### src/hdl/sbfl_pkg.sv
// Shared types, widths and codes for the sharded buffer free list.
// Used by the channel interfaces, the remainder unit and the top level.
package sbfl_pkg;

    localparam int MAX_BUFFERS = 256;
    localparam int MAX_SHARDS  = 8;

    localparam int BUF_W      = 8;   // buffer index
    localparam int LINK_W     = 9;   // buffer index plus the empty marker
    localparam int SHARD_W    = 3;   // shard number
    localparam int SHARD_CNT_W = 4;  // shard count, 1 to 8
    localparam int CNT_W      = 32;
    localparam int STATUS_W   = 2;
    localparam int CFG_IDX_W  = 2;
    localparam int CFG_DATA_W = 9;

    localparam logic [LINK_W-1:0] EMPTY_MARK = LINK_W'(MAX_BUFFERS);
    localparam logic [LINK_W-1:0] MAX_N      = LINK_W'(MAX_BUFFERS);
    localparam logic [SHARD_CNT_W-1:0] MAX_K = SHARD_CNT_W'(MAX_SHARDS);

    localparam logic OP_BORROW = 1'b0;
    localparam logic OP_RETURN = 1'b1;

    localparam logic [STATUS_W-1:0] ST_GRANTED  = 2'd0;
    localparam logic [STATUS_W-1:0] ST_EMPTY    = 2'd1;
    localparam logic [STATUS_W-1:0] ST_RETURNED = 2'd2;
    localparam logic [STATUS_W-1:0] ST_RANGE    = 2'd3;

    localparam logic [CFG_IDX_W-1:0] CFG_BUFFERS = 2'd0;
    localparam logic [CFG_IDX_W-1:0] CFG_SHARDS  = 2'd1;

    // Request to the shared remainder unit.
    typedef struct packed {
        logic                   start;
        logic [BUF_W-1:0]       dividend;
        logic [SHARD_CNT_W-1:0] divisor;
    } t_mod_req;

    // Answer of the shared remainder unit.
    typedef struct packed {
        logic               done;
        logic [SHARD_W-1:0] rem;
    } t_mod_rsp;

endpackage

### src/hdl/sbfl_ifs.sv
// Valid/ready channel interfaces of the sharded buffer free list.
// Depends on sbfl_pkg for the payload widths.
interface sbfl_req_if;
    logic                        valid;
    logic                        ready;
    logic                        op;
    logic [sbfl_pkg::SHARD_W-1:0] first_shard;
    logic [sbfl_pkg::BUF_W-1:0]   buffer_index;

    modport source (output valid, op, first_shard, buffer_index, input ready);
    modport sink   (input valid, op, first_shard, buffer_index, output ready);
endinterface

interface sbfl_rsp_if;
    logic                          valid;
    logic                          ready;
    logic [sbfl_pkg::STATUS_W-1:0] status;
    logic [sbfl_pkg::BUF_W-1:0]    granted_index;
    logic [sbfl_pkg::SHARD_W-1:0]  granted_shard;
    logic [sbfl_pkg::LINK_W-1:0]   available_total;
    logic [sbfl_pkg::CNT_W-1:0]    borrow_total;
    logic [sbfl_pkg::CNT_W-1:0]    return_total;

    modport source (output valid, status, granted_index, granted_shard, available_total,
                    borrow_total, return_total, input ready);
    modport sink   (input valid, status, granted_index, granted_shard, available_total,
                    borrow_total, return_total, output ready);
endinterface

interface sbfl_cfg_if;
    logic                            valid;
    logic                            ready;
    logic [sbfl_pkg::CFG_IDX_W-1:0]  index;
    logic [sbfl_pkg::CFG_DATA_W-1:0] data;

    modport source (output valid, index, data, input ready);
    modport sink   (input valid, index, data, output ready);
endinterface

### src/hdl/sbfl_mod_unit.sv
// Shared remainder unit: 8-bit dividend modulo a shard count of 1 to 8.
// Restoring remainder, two dividend bits per cycle; depends on sbfl_pkg.
module sbfl_mod_unit (
    input  logic               i_clk,
    input  logic               i_rst_n,
    input  sbfl_pkg::t_mod_req i_req,
    output sbfl_pkg::t_mod_rsp o_rsp
);

    // One restoring step; the remainder stays below the divisor, so 3 bits.
    function automatic logic [sbfl_pkg::SHARD_W-1:0] mod_step(
        input logic [sbfl_pkg::SHARD_W-1:0]     rem,
        input logic                             bit_in,
        input logic [sbfl_pkg::SHARD_CNT_W-1:0] div
    );
        logic [sbfl_pkg::SHARD_CNT_W-1:0] t;
        t = {rem, bit_in};
        if (t >= div) begin
            t = t - div;
        end
        return t[sbfl_pkg::SHARD_W-1:0];
    endfunction

    logic                             r_busy;
    logic [1:0]                       r_cnt;
    logic [sbfl_pkg::BUF_W-1:0]       r_val;
    logic [sbfl_pkg::SHARD_CNT_W-1:0] r_div;
    logic [sbfl_pkg::SHARD_W-1:0]     r_rem;
    logic [sbfl_pkg::SHARD_W-1:0]     rem_a;
    logic [sbfl_pkg::SHARD_W-1:0]     rem_b;

    assign rem_a = mod_step(r_rem, r_val[sbfl_pkg::BUF_W-1], r_div);
    assign rem_b = mod_step(rem_a, r_val[sbfl_pkg::BUF_W-2], r_div);

    always_ff @(posedge i_clk) begin
        if (!i_rst_n) begin
            r_busy <= 1'b0;
            r_cnt  <= '0;
        end else if (i_req.start) begin
            r_busy <= 1'b1;
            r_cnt  <= '0;
        end else if (r_busy) begin
            r_cnt <= r_cnt + 2'd1;
            if (r_cnt == 2'd3) begin
                r_busy <= 1'b0;
            end
        end
    end

    always_ff @(posedge i_clk) begin
        if (i_req.start) begin
            r_val <= i_req.dividend;
            r_div <= i_req.divisor;
            r_rem <= '0;
        end else if (r_busy) begin
            r_val <= {r_val[sbfl_pkg::BUF_W-3:0], 2'b00};
            r_rem <= rem_b;
        end
    end

    assign o_rsp.done = r_busy && (r_cnt == 2'd3);
    assign o_rsp.rem  = rem_b;

endmodule

### src/hdl/sharded_buffer_free_list_core.sv
// Top level of the sharded buffer free list: sequencer, shard heads and link memory.
// Depends on sbfl_pkg, the channel interfaces in sbfl_ifs.sv and sbfl_mod_unit.
//
//   Channel  | Direction | Payload
//   ---------+-----------+--------------------------------------------------------
//   i_req    | in        | op, first_shard, buffer_index
//   o_rsp    | out       | status, granted_index, granted_shard, available_total,
//            |           | borrow_total, return_total
//   i_cfg    | in        | index (0 buffers_in_use, 1 shards_in_use), data
//
// A request is accepted in idle; an out-of-range return then goes straight to hand-over.
// Other requests pass the shared remainder unit (shard = value mod shard count), then a
// borrow probes one shard after another (1 to 8) and pops, a return pushes, and both
// end in hand-over. Reset and every write to a known register rebuild the lists:
// a clear state, then a sweep that writes one link entry a cycle for each managed
// buffer; no request is accepted meanwhile or while a configuration write is offered.
// A finished result sits in the output register; the next request is accepted while
// it waits, and a second result waits in the sequencer until the first is taken.
module sharded_buffer_free_list_core (
    input  logic             i_clk,
    input  logic             i_rst_n,
    sbfl_req_if.sink         i_req,
    sbfl_rsp_if.source       o_rsp,
    sbfl_cfg_if.sink         i_cfg
);

    localparam logic [2:0] S_SWEEP_INIT = 3'd0;
    localparam logic [2:0] S_SWEEP      = 3'd1;
    localparam logic [2:0] S_IDLE       = 3'd2;
    localparam logic [2:0] S_MOD        = 3'd3;
    localparam logic [2:0] S_SEARCH     = 3'd4;
    localparam logic [2:0] S_POP        = 3'd5;
    localparam logic [2:0] S_PUSH       = 3'd6;
    localparam logic [2:0] S_DONE       = 3'd7;

    localparam int LW = sbfl_pkg::LINK_W;
    localparam int BW = sbfl_pkg::BUF_W;
    localparam int SW = sbfl_pkg::SHARD_W;
    localparam int KW = sbfl_pkg::SHARD_CNT_W;
    localparam int CW = sbfl_pkg::CNT_W;

    // Configuration registers, raw as written.
    logic [LW-1:0] r_buffers;
    logic [KW-1:0] r_shards;

    // Sequencer and working registers.
    logic [2:0]    r_state, n_state;
    logic [LW-1:0] r_i, n_i;           // sweep position, can reach the buffer count
    logic [SW-1:0] r_s, n_s;           // current shard
    logic [SW-1:0] r_tries, n_tries;   // shards probed so far in a borrow
    logic          r_op, n_op;
    logic [BW-1:0] r_idx, n_idx;
    logic [sbfl_pkg::STATUS_W-1:0] r_status, n_status;
    logic [BW-1:0] r_gidx, n_gidx;
    logic [SW-1:0] r_gshard, n_gshard;
    logic [LW-1:0] r_avail, n_avail;
    logic [CW-1:0] r_borrow, n_borrow;
    logic [CW-1:0] r_return, n_return;

    // Shard heads in flip-flops, link memory as RAM with a registered read.
    logic [LW-1:0] r_head [sbfl_pkg::MAX_SHARDS];
    logic [LW-1:0] r_link [sbfl_pkg::MAX_BUFFERS];
    logic [LW-1:0] r_link_rd;
    logic [LW-1:0] head_rd;
    logic          head_we;
    logic          head_clear;
    logic [LW-1:0] head_wdata;
    logic          mem_we;
    logic [BW-1:0] mem_waddr;

    // Output register.
    logic          r_out_valid;
    logic [sbfl_pkg::STATUS_W-1:0] r_out_status;
    logic [BW-1:0] r_out_gidx;
    logic [SW-1:0] r_out_gshard;
    logic [LW-1:0] r_out_avail;
    logic [CW-1:0] r_out_borrow;
    logic [CW-1:0] r_out_return;
    logic          out_load;

    logic          in_acc;
    logic          cfg_acc;
    logic          cfg_rebuild;
    logic [LW-1:0] eff_n;
    logic [KW-1:0] eff_k;
    logic [SW-1:0] s_next;
    logic          last_shard;
    logic          last_try;

    sbfl_pkg::t_mod_req mod_req;
    sbfl_pkg::t_mod_rsp mod_rsp;

    sbfl_mod_unit u_mod (
        .i_clk   (i_clk),
        .i_rst_n (i_rst_n),
        .i_req   (mod_req),
        .o_rsp   (mod_rsp)
    );

    // Out-of-range register values are clamped to the supported range.
    always_comb begin
        if (r_buffers == '0) begin
            eff_n = LW'(1);
        end else if (r_buffers > sbfl_pkg::MAX_N) begin
            eff_n = sbfl_pkg::MAX_N;
        end else begin
            eff_n = r_buffers;
        end
        if (r_shards == '0) begin
            eff_k = KW'(1);
        end else if (r_shards > sbfl_pkg::MAX_K) begin
            eff_k = sbfl_pkg::MAX_K;
        end else begin
            eff_k = r_shards;
        end
    end

    assign in_acc     = i_req.valid && i_req.ready;
    assign cfg_acc    = i_cfg.valid && i_cfg.ready;
    // Only the two known registers trigger a rebuild; other indexes are dropped.
    assign cfg_rebuild = cfg_acc && ((i_cfg.index == sbfl_pkg::CFG_BUFFERS) ||
                                     (i_cfg.index == sbfl_pkg::CFG_SHARDS));
    // A pending configuration write keeps a new request from slipping in beside it.
    assign i_req.ready = (r_state == S_IDLE) && !i_cfg.valid;
    assign i_cfg.ready = 1'b1;

    assign head_rd    = r_head[r_s];
    assign last_shard = (({1'b0, r_s} + KW'(1)) == eff_k);
    assign s_next     = last_shard ? '0 : r_s + SW'(1);
    assign last_try   = (({1'b0, r_tries} + KW'(1)) == eff_k);

    always_comb begin
        n_state  = r_state;
        n_i      = r_i;
        n_s      = r_s;
        n_tries  = r_tries;
        n_op     = r_op;
        n_idx    = r_idx;
        n_status = r_status;
        n_gidx   = r_gidx;
        n_gshard = r_gshard;
        n_avail  = r_avail;
        n_borrow = r_borrow;
        n_return = r_return;
        head_we    = 1'b0;
        head_clear = 1'b0;
        head_wdata = r_link_rd;
        mem_we     = 1'b0;
        mem_waddr  = r_idx;
        out_load   = 1'b0;
        mod_req.start    = 1'b0;
        mod_req.dividend = i_req.buffer_index;
        mod_req.divisor  = eff_k;

        unique case (r_state)
            S_SWEEP_INIT: begin
                head_clear = 1'b1;
                n_i        = '0;
                n_s        = '0;
                n_avail    = eff_n;
                n_state    = S_SWEEP;
            end
            S_SWEEP: begin
                // Buffer i goes onto the head of shard i mod k, ascending.
                if (r_i == eff_n) begin
                    n_state = S_IDLE;
                end else begin
                    mem_we     = 1'b1;
                    mem_waddr  = r_i[BW-1:0];
                    head_we    = 1'b1;
                    head_wdata = {1'b0, r_i[BW-1:0]};
                    n_i        = r_i + LW'(1);
                    n_s        = s_next;
                end
            end
            S_IDLE: begin
                if (in_acc) begin
                    n_op     = i_req.op;
                    n_idx    = i_req.buffer_index;
                    n_gidx   = '0;
                    n_gshard = '0;
                    n_tries  = '0;
                    if ((i_req.op == sbfl_pkg::OP_RETURN) &&
                        ({1'b0, i_req.buffer_index} >= eff_n)) begin
                        n_status = sbfl_pkg::ST_RANGE;
                        n_state  = S_DONE;
                    end else begin
                        mod_req.start = 1'b1;
                        if (i_req.op == sbfl_pkg::OP_BORROW) begin
                            mod_req.dividend = BW'(i_req.first_shard);
                        end
                        n_state = S_MOD;
                    end
                end
            end
            S_MOD: begin
                if (mod_rsp.done) begin
                    n_s     = mod_rsp.rem;
                    n_state = (r_op == sbfl_pkg::OP_RETURN) ? S_PUSH : S_SEARCH;
                end
            end
            S_SEARCH: begin
                // The link memory read of the head issues here and lands for S_POP.
                if (!head_rd[LW-1]) begin
                    n_state = S_POP;
                end else if (last_try) begin
                    n_status = sbfl_pkg::ST_EMPTY;
                    n_state  = S_DONE;
                end else begin
                    n_s     = s_next;
                    n_tries = r_tries + SW'(1);
                end
            end
            S_POP: begin
                head_we    = 1'b1;
                head_wdata = r_link_rd;
                n_gidx     = head_rd[BW-1:0];
                n_gshard   = r_s;
                n_borrow   = r_borrow + CW'(1);
                n_avail    = r_avail - LW'(1);
                n_status   = sbfl_pkg::ST_GRANTED;
                n_state    = S_DONE;
            end
            S_PUSH: begin
                mem_we     = 1'b1;
                mem_waddr  = r_idx;
                head_we    = 1'b1;
                head_wdata = {1'b0, r_idx};
                n_return   = r_return + CW'(1);
                n_avail    = r_avail + LW'(1);
                n_status   = sbfl_pkg::ST_RETURNED;
                n_state    = S_DONE;
            end
            S_DONE: begin
                if (!r_out_valid || o_rsp.ready) begin
                    out_load = 1'b1;
                    n_state  = S_IDLE;
                end
            end
            default: begin
                n_state = S_SWEEP_INIT;
            end
        endcase

        // A write to a known register restarts the rebuild from scratch.
        if (cfg_rebuild) begin
            n_state = S_SWEEP_INIT;
        end
    end

    always_ff @(posedge i_clk) begin
        if (!i_rst_n) begin
            r_state     <= S_SWEEP_INIT;
            r_buffers   <= sbfl_pkg::MAX_N;
            r_shards    <= KW'(1);
            r_borrow    <= '0;
            r_return    <= '0;
            r_out_valid <= 1'b0;
        end else begin
            r_state  <= n_state;
            r_borrow <= n_borrow;
            r_return <= n_return;
            if (cfg_acc) begin
                if (i_cfg.index == sbfl_pkg::CFG_BUFFERS) begin
                    r_buffers <= i_cfg.data;
                end else if (i_cfg.index == sbfl_pkg::CFG_SHARDS) begin
                    r_shards <= i_cfg.data[KW-1:0];
                end
            end
            if (out_load) begin
                r_out_valid <= 1'b1;
            end else if (o_rsp.ready) begin
                r_out_valid <= 1'b0;
            end
        end
    end

    always_ff @(posedge i_clk) begin
        r_i      <= n_i;
        r_s      <= n_s;
        r_tries  <= n_tries;
        r_op     <= n_op;
        r_idx    <= n_idx;
        r_status <= n_status;
        r_gidx   <= n_gidx;
        r_gshard <= n_gshard;
        r_avail  <= n_avail;
        if (out_load) begin
            r_out_status <= r_status;
            r_out_gidx   <= r_gidx;
            r_out_gshard <= r_gshard;
            r_out_avail  <= r_avail;
            r_out_borrow <= r_borrow;
            r_out_return <= r_return;
        end
    end

    always_ff @(posedge i_clk) begin
        if (head_clear) begin
            for (int k = 0; k < sbfl_pkg::MAX_SHARDS; k++) begin
                r_head[k] <= sbfl_pkg::EMPTY_MARK;
            end
        end else if (head_we) begin
            r_head[r_s] <= head_wdata;
        end
    end

    always_ff @(posedge i_clk) begin
        if (mem_we) begin
            r_link[mem_waddr] <= head_rd;
        end
        r_link_rd <= r_link[head_rd[BW-1:0]];
    end

    assign o_rsp.valid           = r_out_valid;
    assign o_rsp.status          = r_out_status;
    assign o_rsp.granted_index   = r_out_gidx;
    assign o_rsp.granted_shard   = r_out_gshard;
    assign o_rsp.available_total = r_out_avail;
    assign o_rsp.borrow_total    = r_out_borrow;
    assign o_rsp.return_total    = r_out_return;

`ifndef SYNTHESIS
    // Every write to a known register sends the block into a rebuild.
    a_cfg_rebuild: assert property (@(posedge i_clk) disable iff (!i_rst_n)
        cfg_rebuild |=> (r_state == S_SWEEP_INIT))
        else $error("configuration write did not start a rebuild");

    // An accepted request keeps the sequencer busy in the next cycle.
    a_busy_after_accept: assert property (@(posedge i_clk) disable iff (!i_rst_n)
        (in_acc && !cfg_acc) |=> (r_state != S_IDLE))
        else $error("sequencer idle right after accepting a request");

    // A popped head is a real buffer inside the managed range.
    a_pop_in_range: assert property (@(posedge i_clk) disable iff (!i_rst_n)
        (r_state == S_POP) |-> (!head_rd[LW-1] && (head_rd < eff_n)))
        else $error("pop from an empty or out-of-range head");

    // The rebuild sweep ends exactly when every managed buffer is linked.
    a_sweep_end: assert property (@(posedge i_clk) disable iff (!i_rst_n)
        ((r_state == S_SWEEP) && (r_i == eff_n) && !cfg_acc) |=> (r_state == S_IDLE))
        else $error("rebuild sweep did not finish at the buffer count");
`endif

endmodule

### src/flat_wrapper.sv
// flat-port wrapper written by rule: the top's interface ports become plain ports
module sharded_buffer_free_list_core_flat 
  (i_clk, i_rst_n, i_req_valid, i_req_op, i_req_first_shard, i_req_buffer_index, i_req_ready, o_rsp_valid, o_rsp_status, o_rsp_granted_index, o_rsp_granted_shard, o_rsp_available_total, o_rsp_borrow_total, o_rsp_return_total, o_rsp_ready, i_cfg_valid, i_cfg_index, i_cfg_data, i_cfg_ready);
  sbfl_req_if i_req_i ();
  sbfl_rsp_if o_rsp_i ();
  sbfl_cfg_if i_cfg_i ();
  input  logic i_clk;
  input  logic i_rst_n;
  input wire logic [$bits(i_req_i.valid)-1:0] i_req_valid;
  input wire logic [$bits(i_req_i.op)-1:0] i_req_op;
  input wire logic [$bits(i_req_i.first_shard)-1:0] i_req_first_shard;
  input wire logic [$bits(i_req_i.buffer_index)-1:0] i_req_buffer_index;
  output wire logic [$bits(i_req_i.ready)-1:0] i_req_ready;
  output wire logic [$bits(o_rsp_i.valid)-1:0] o_rsp_valid;
  output wire logic [$bits(o_rsp_i.status)-1:0] o_rsp_status;
  output wire logic [$bits(o_rsp_i.granted_index)-1:0] o_rsp_granted_index;
  output wire logic [$bits(o_rsp_i.granted_shard)-1:0] o_rsp_granted_shard;
  output wire logic [$bits(o_rsp_i.available_total)-1:0] o_rsp_available_total;
  output wire logic [$bits(o_rsp_i.borrow_total)-1:0] o_rsp_borrow_total;
  output wire logic [$bits(o_rsp_i.return_total)-1:0] o_rsp_return_total;
  input wire logic [$bits(o_rsp_i.ready)-1:0] o_rsp_ready;
  input wire logic [$bits(i_cfg_i.valid)-1:0] i_cfg_valid;
  input wire logic [$bits(i_cfg_i.index)-1:0] i_cfg_index;
  input wire logic [$bits(i_cfg_i.data)-1:0] i_cfg_data;
  output wire logic [$bits(i_cfg_i.ready)-1:0] i_cfg_ready;
  assign i_req_i.valid = i_req_valid;
  assign i_req_i.op = i_req_op;
  assign i_req_i.first_shard = i_req_first_shard;
  assign i_req_i.buffer_index = i_req_buffer_index;
  assign i_req_ready = i_req_i.ready;
  assign o_rsp_valid = o_rsp_i.valid;
  assign o_rsp_status = o_rsp_i.status;
  assign o_rsp_granted_index = o_rsp_i.granted_index;
  assign o_rsp_granted_shard = o_rsp_i.granted_shard;
  assign o_rsp_available_total = o_rsp_i.available_total;
  assign o_rsp_borrow_total = o_rsp_i.borrow_total;
  assign o_rsp_return_total = o_rsp_i.return_total;
  assign o_rsp_i.ready = o_rsp_ready;
  assign i_cfg_i.valid = i_cfg_valid;
  assign i_cfg_i.index = i_cfg_index;
  assign i_cfg_i.data = i_cfg_data;
  assign i_cfg_ready = i_cfg_i.ready;
  sharded_buffer_free_list_core u_core (.i_clk(i_clk), .i_rst_n(i_rst_n), .i_req(i_req_i), .o_rsp(o_rsp_i), .i_cfg(i_cfg_i));
endmodule
### config.mk
export PLATFORM = sky130hd
export DESIGN_NAME = sharded_buffer_free_list_core_flat
export DESIGN_NICKNAME = d
export VERILOG_FILES = /design/src/hdl/sbfl_pkg.sv /design/src/hdl/sbfl_ifs.sv /design/src/hdl/sbfl_mod_unit.sv /design/src/hdl/sharded_buffer_free_list_core.sv /design/src/flat_wrapper.sv
export SDC_FILE = /design/constraint.sdc
export NUM_CORES = 2
export LEC_CHECK = 0
export BUFFER_PORTS_ARGS = -buffer_cell sky130_fd_sc_hd__buf_2
export CAP_MARGIN = 0
export CORE_MARGIN = 1.5
export CORE_UTILIZATION = 45
export CTS_CLUSTER_SIZE = 25
export DETAILED_ROUTE_END_ITERATION = 10
export GPL_ROUTABILITY_DRIVEN = 0
export GPL_TIMING_DRIVEN = 0
export SYNTH_ARGS = -nofsm -noshare
export SYNTH_HDL_FRONTEND = slang
export SYNTH_SLANG_ARGS = --single-unit
### constraint.sdc
create_clock -name i_clk -period 5.97 [get_ports i_clk]
set_clock_uncertainty 0.05 [all_clocks]
set_input_delay 0 -clock i_clk [delete_from_list [all_inputs] [get_ports i_clk]]
set_output_delay 0 -clock i_clk [all_outputs]
set_load 0.02 [all_outputs]
**After elaboration in Yosys (flattened, before gate mapping)**

Memories as Yosys holds them, arrays and structs flattened. A register that Yosys moved wholly into a read port is not among the register bits.
Cells that the tools add are included.

- Input bits: 28
- Bits in writable memories: 2376
- Output and inout bits: 89
- Memories kept: 2
- Word-level logic and storage cells: 171
- Register bits after elaboration: 231

- Equality and inequality tests: 22
- Bitwise operators: 2
- Mux-type cells: 68
- Magnitude comparators: 5
- $add $sub $neg: 12
- Reduce and logical (&&, ||, !) cells: 34

Memory list:

| name | depth | bits a word | read ports | clocked after Yosys merged registers in | write ports | line | text |
|---|---|---|---|---|---|---|---|
| u_core.r_link | 256 | 9 | 1 | 1 | 1 | sharded_buffer_free_list_core.sv:62 | `logic [LW-1:0] r_link [sbfl_pkg::MAX_BUFFERS];` |
| u_core.r_head | 8 | 9 | 1 | 1 | 8 | sharded_buffer_free_list_core.sv:61 | `logic [LW-1:0] r_head [sbfl_pkg::MAX_SHARDS];` |

Operator list:

| kind | number |
|---|---|
| $mux 9 | 8 |
| $add 32x1->32 const B | 2 |
| $mux 3 | 19 |
| $mux 8 | 6 |
| $pmux 9 s2 | 2 |
| $pmux 9 s3 | 1 |
| $pmux 3 s7 | 1 |
| $add 9x1->9 const B | 2 |
| $mux 1 | 17 |
| $pmux 8 s2 | 1 |
| $reduce_and 5->1 | 3 |
| $eq 3x3->1 const B | 4 |
| $ne 2x1->1 const B | 6 |
| $pmux 3 s2 | 2 |
| $pmux 3 s4 | 1 |
| $mux 2 | 5 |
| $reduce_bool 2->1 | 5 |
| $eq 9x9->1 | 1 |
| $ge 8x9->1 | 1 |
| $gt 9x9->1 const B | 1 |
| $logic_not 9->1 | 1 |
| $reduce_or 9->1 | 1 |
| $sub 9x1->9 const B | 1 |
| $add 3x1->4 const B | 2 |
| 28 further kinds | 50 |

**Depth between registers and ports, before layout**

- Word-level depth: 11
- Depth in mapped cells: 17
- Gate-level depth less buffers: 17

**Modules after synthesis**

A second synthesis with hierarchy kept.

- Cell total of the unflattened synthesis: 6159
- Area total of the unflattened synthesis: 102768.6 sq um

Modules (own cells, without submodules):

| module | cells each | instances | area each (sq um) | seq. area each (sq um) |
|---|---|---|---|---|
| sharded_buffer_free_list_core | 6064 | 1 | 101680.0 | 77174.0 |
| sbfl_mod_unit | 95 | 1 | 1088.5 | 480.5 |

**Worst setup path before layout**

OpenSTA, ideal clock, no wires.

- Kind: reg2reg
- From: register with a tool-made name
- To: register u_core.r_link_rd[7], read port of u_core.r_link
- Period minus slack after synthesis: 6.427 ns
- Slack: -0.457 ns
- Cell stages (with the launch flop): 13
- Arrival: 6.249 ns
- Cell sequence: dfxtp_1 -> buf_2 -> clkbuf_1 -> mux4_2 -> mux2i_1 -> inv_2 -> buf_1 -> mux2i_1 -> a21oi_1 -> o2111ai_1 -> nand4_1 -> nor3_1 -> nor4_1

RTL lines:

| what | line | text |
|---|---|---|
| end, declared | sharded_buffer_free_list_core.sv:63 | `logic [LW-1:0] r_link_rd;` |

==> metrics.txt <==
# TYPE chip_impl_metric gauge
chip_impl_info{name="outcome",value="complete, but fails checks"} 1
chip_impl_info{name="violations_in_the_final_reports",value="design-rule violations, max-capacitance violations, max-slew violations, negative setup slack"} 1
chip_impl_metric{name="cts.htree.levels",unit=""} 5
chip_impl_metric{name="design.core.area",unit="um^2"} 228000
chip_impl_metric{name="ir_worst_vdd",unit="uV"} 398
chip_impl_metric{name="grt_antenna_before_repair",unit=""} 35
chip_impl_metric{name="ys_ff_latch",unit=""} 2619
chip_impl_metric{name="finalWorstSetupSlack",unit="ns"} -0.423
chip_impl_info{name="synth.top_cells.by_area",value="sky130_fd_sc_hd__edfxtp_1, sky130_fd_sc_hd__mux4_2, sky130_fd_sc_hd__nand2_1, sky130_fd_sc_hd__nand3_1, sky130_fd_sc_hd__dfxtp_1"} 1
chip_impl_metric{name="worst_ep_arrival_time",unit="ns"} 7.08
chip_impl_metric{name="num_vias",unit=""} 66320
chip_impl_metric{name="slew_headroom",unit="%"} -10.2
chip_impl_metric{name="num_io_pins",unit=""} 117
chip_impl_metric{name="io_buffers",unit=""} 114
chip_impl_metric{name="setup_viol_count_final",unit=""} 754
chip_impl_info{name="hold-path-endpoint",value="u_core.u_mod.r_val[0]"} 1
chip_impl_info{name="synth_top_area_cell",value="sky130_fd_sc_hd__edfxtp_1"} 1
chip_impl_metric{name="cts_buffers",unit=""} 287
chip_impl_info{name="hold_start",value="i_req_first_shard[0]"} 1
chip_impl_metric{name="asyncSetResetFlopFracSynth",unit="%"} 0
chip_impl_metric{name="drive_above_1_share",unit="%"} 15.1
chip_impl_metric{name="grt.overflow.total",unit=""} 0
chip_impl_metric{name="finalSetupTns",unit="ns"} -86.95
chip_impl_metric{name="regToRegSetupSlack",unit="ns"} -0.42
chip_impl_info{name="tritoncts",value="yes"} 1
chip_impl_info{name="timing.critical_path.from_type",value="flip-flop"} 1
chip_impl_metric{name="worst_slew_pin_slew",unit="ns"} 1.65
chip_impl_metric{name="synth_seq_area_share",unit="%"} 75.2
chip_impl_metric{name="synthesized_nets",unit=""} 6566
chip_impl_metric{name="clock.fmax",unit="MHz"} 156
chip_impl_info{name="timing.hold.worst.class",value="input pin to flip-flop"} 1
chip_impl_info{name="root_buffer",value="sky130_fd_sc_hd__clkbuf_16"} 1
chip_impl_metric{name="placed_cells",unit=""} 9663
chip_impl_info{name="synth_most_common_cell",value="sky130_fd_sc_hd__edfxtp_1"} 1
chip_impl_metric{name="finalCriticalPeriod",unit="ns"} 6.39
chip_impl_metric{name="preCtsSetupSlack",unit="ns"} -0.762
chip_impl_metric{name="grt_max_degree",unit=""} 151
chip_impl_metric{name="drt_first_iter_violations",unit=""} 11766
chip_impl_metric{name="global_route.usage.total",unit="%"} 32.4
chip_impl_metric{name="dp_hpwl",unit="um"} 254000
chip_impl_metric{name="post_synthesis_instance_area",unit="um^2"} 103000
chip_impl_metric{name="clkLatencyLatePin",unit="ns"} 0.97
chip_impl_metric{name="fp.dieArea",unit="um^2"} 232000
chip_impl_metric{name="final-hold-violation-count",unit=""} 0
chip_impl_metric{name="fp.dieW",unit="um"} 482
chip_impl_metric{name="yosys.cell_types.count",unit=""} 72
chip_impl_metric{name="syn-mean-instance-area",unit="um^2"} 15.9
chip_impl_metric{name="syn_to_layout_area_delta",unit="%"} 14.1
chip_impl_metric{name="fin_nets",unit=""} 7072
chip_impl_info{name="yosys-top-cells-count",value="sky130_fd_sc_hd__edfxtp_1, sky130_fd_sc_hd__nand2_1, sky130_fd_sc_hd__nand3_1, sky130_fd_sc_hd__nor2_1, sky130_fd_sc_hd__mux4_2"} 1
chip_impl_metric{name="routed_wirelength",unit="um"} 381000
chip_impl_metric{name="cts_buffer_depth",unit=""} 4
chip_impl_metric{name="die-height",unit="um"} 482
chip_impl_metric{name="first_global_vias",unit=""} 61480
chip_impl_metric{name="number_of_cells_traversed_by_the_worst_hold_path",unit=""} 4
chip_impl_metric{name="syn_inst",unit=""} 6506
chip_impl_metric{name="cap_violations",unit=""} 8
chip_impl_metric{name="detail_route.vias_per_cell",unit=""} 6.48
chip_impl_metric{name="cts.sinks",unit=""} 2619
chip_impl_info{name="crit_type",value="flip-flop to flip-flop"} 1
chip_impl_metric{name="row_count",unit=""} 175
chip_impl_metric{name="post_drt_wl_per_cell",unit="um"} 37.2
chip_impl_info{name="dominantRegCellSynth",value="sky130_fd_sc_hd__edfxtp_1"} 1
chip_impl_metric{name="power-per-cell-area",unit="nW/um^2"} 494
chip_impl_info{name="r2r-end",value="u_core.r_link_rd[2]"} 1
chip_impl_metric{name="clk_pin_slew_worst_paths",unit="ns"} 0.06
chip_impl_info{name="grt_setup_unrepaired",value="true"} 1
chip_impl_metric{name="grt_pass1_wl",unit="um"} 510000
chip_impl_metric{name="rr_worst_depth",unit=""} 12
chip_impl_metric{name="crit_required",unit="ns"} 6.66
chip_impl_metric{name="final_routed_drc_violation_total",unit=""} 1
chip_impl_metric{name="critical_path_peak_fanout",unit=""} 10
chip_impl_metric{name="finalPower",unit="W"} 0.0582
chip_impl_metric{name="post-synth-top-area-fraction",unit="%"} 73.3
chip_impl_metric{name="detail_route.first_pass.iterations",unit=""} 11
chip_impl_metric{name="whs",unit="ns"} 0.0563
chip_impl_metric{name="ant_nets",unit=""} 0
chip_impl_metric{name="yosys_warnings",unit=""} 0
chip_impl_metric{name="drv_slew",unit=""} 76
chip_impl_metric{name="post-route-period-util",unit="%"} 107
chip_impl_metric{name="fin_cells",unit=""} 10233
chip_impl_metric{name="count_of_flip_flops_with_a_built_in_enable_after_synthesis",unit=""} 2520
chip_impl_info{name="setup.worst_path.end_class",value="flip-flop"} 1
chip_impl_metric{name="power.leakage",unit="nW"} 38.2
chip_impl_metric{name="floorplan.initialDensity",unit="%"} 45.4
where the power goes:
| part | internal (W) | switching, W |
|---|---|---|
| logic | 0.00437 | 0.0147 |
| registers | 0.0224 | 0.0000749 |
| clock network | 0.00946 | 0.00716 |
| total | 0.0362 | 0.0219 |
layout by cell type (no fill, tap or decap), types with 65 or more instances in the layout:
cell / n
sky130_fd_sc_hd__buf_2: 237
sky130_fd_sc_hd__edfxtp_1: 2520
sky130_fd_sc_hd__nand3_1: 421
sky130_fd_sc_hd__clkbuf_16: 295
sky130_fd_sc_hd__clkbuf_1: 255
sky130_fd_sc_hd__nor2_1: 371
sky130_fd_sc_hd__nand4_1: 110
sky130_fd_sc_hd__mux2i_1: 100
sky130_fd_sc_hd__a22oi_1: 86
sky130_fd_sc_hd__a31oi_1: 74
sky130_fd_sc_hd__nand2_1: 1162
sky130_fd_sc_hd__dfxtp_1: 99
sky130_fd_sc_hd__dlygate4sd3_1: 67
sky130_fd_sc_hd__a21oi_1: 65
sky130_fd_sc_hd__mux4_2: 310
cell type report:
type	instances	area (um^2)
clock buffers	369	7680
diodes	19	47.5
well taps	3009	3760
repair buffers	219	1960
inverters	46	198
clock inverters	113	779
multi-input cells	3441	23800
plain buffers	398	1940
fillers	18701	110000
flip-flops and latches	2619	77700
worst max-delay path by stage:
stage | cells after the start | slack [ns] | from | endpoint
floorplan | 12 | 0.12 | flip-flop | u_core.r_link_rd[7]
global placement | 9 | -6.03 | flip-flop | u_core.r_link_rd[7]
detailed placement | 11 | -0.76 | flip-flop | u_core.r_link_rd[4]
CTS | 12 | 0.005 | flip-flop | u_core.r_link_rd[6]
global route | 12 | -0.18 | flip-flop | u_core.r_link_rd[0]
finish | 12 | -0.42 | flip-flop | u_core.r_link_rd[2]
flip-flops by register name, summed over array words and instances (netlist names), 4 cells and up, named ones only:
register,cells
u_core.r_gidx,8
u_core.r_idx,8
u_core.r_head,72
u_core.r_borrow,32
u_core.u_mod.r_val,8
u_core.r_link,2304
u_core.o_rsp.borrow_total,32
u_core.r_avail,9
u_core.r_buffers,9
u_core.o_rsp.return_total,32
u_core.r_i,9
u_core.o_rsp.available_total,9
u_core.r_link_rd,9
u_core.u_mod.r_div,4
u_core.o_rsp.granted_index,8
u_core.r_return,32
u_core.r_shards,4
per-stage QoR:
| stage | cell area, um^2 | utilization, % |
|---|---|---|
| 2_1_floorplan | 103000 | - |
| 3_3_place_gp | 108000 | 47.3 |
| 3_5_place_dp | 108000 | 47.6 |
| 4_1_cts | 118000 | 51.7 |
| 5_1_grt | 118000 | 51.7 |
| 6_report | 118000 | 51.7 |
kinds of logic (layout without fill, tap and decap cells):
kind of cell | count (synthesis) | count (layout) | share of synthesized area [%]
compound gates | 538 | 538 | 3.82
xor+xnor | 77 | 77 | 0.653
simple gates | 2372 | 2372 | 10.1
mux | 421 | 421 | 7.87
buf+inv | 446 | 1145 | 1.94
other cells | 1 | 20 | 0.00363
flops | 2619 | 2619 | 75.2
fa+ha+maj | 32 | 32 | 0.409
per-layer routing:
layer  vias up  wire length [um]  track usage (%)  part of all wire, %
met4        24             25400             18.9                  6.7
met3      1179             57700             12.3                   15
li1      26022                 -                -                    -
met5         -               391                0                 0.10
met2      5413            163000             46.2                   43
met1     33682            135000             42.3                   35
what timing repair did:
action / 4_1_cts / 5_1_grt
resized for setup: 41 / 30
pin swaps: 1 / 1
endpoints found under the hold margin: 141 / 0
hold buffers: 67 / 0
endpoints found under the setup margin: 162 / 45
buffers inserted: 4 / 0
critical path, stage by stage, from the launching register on:
cell and delay [ns]:
sky130_fd_sc_hd__dfxtp_1 0.52, sky130_fd_sc_hd__buf_2 0.39, sky130_fd_sc_hd__mux4_2 0.57, sky130_fd_sc_hd__mux2i_4 0.56
sky130_fd_sc_hd__clkbuf_1 0.81, sky130_fd_sc_hd__buf_2 0.46, sky130_fd_sc_hd__buf_2 0.51, sky130_fd_sc_hd__nand2_1 0.11
sky130_fd_sc_hd__nand3_1 0.10, sky130_fd_sc_hd__a21oi_1 0.11, sky130_fd_sc_hd__a311oi_1 0.87, sky130_fd_sc_hd__nor4_1 0.33
sky130_fd_sc_hd__nor4_1 0.76
Note: power is estimated with default switching activity, not from simulation.
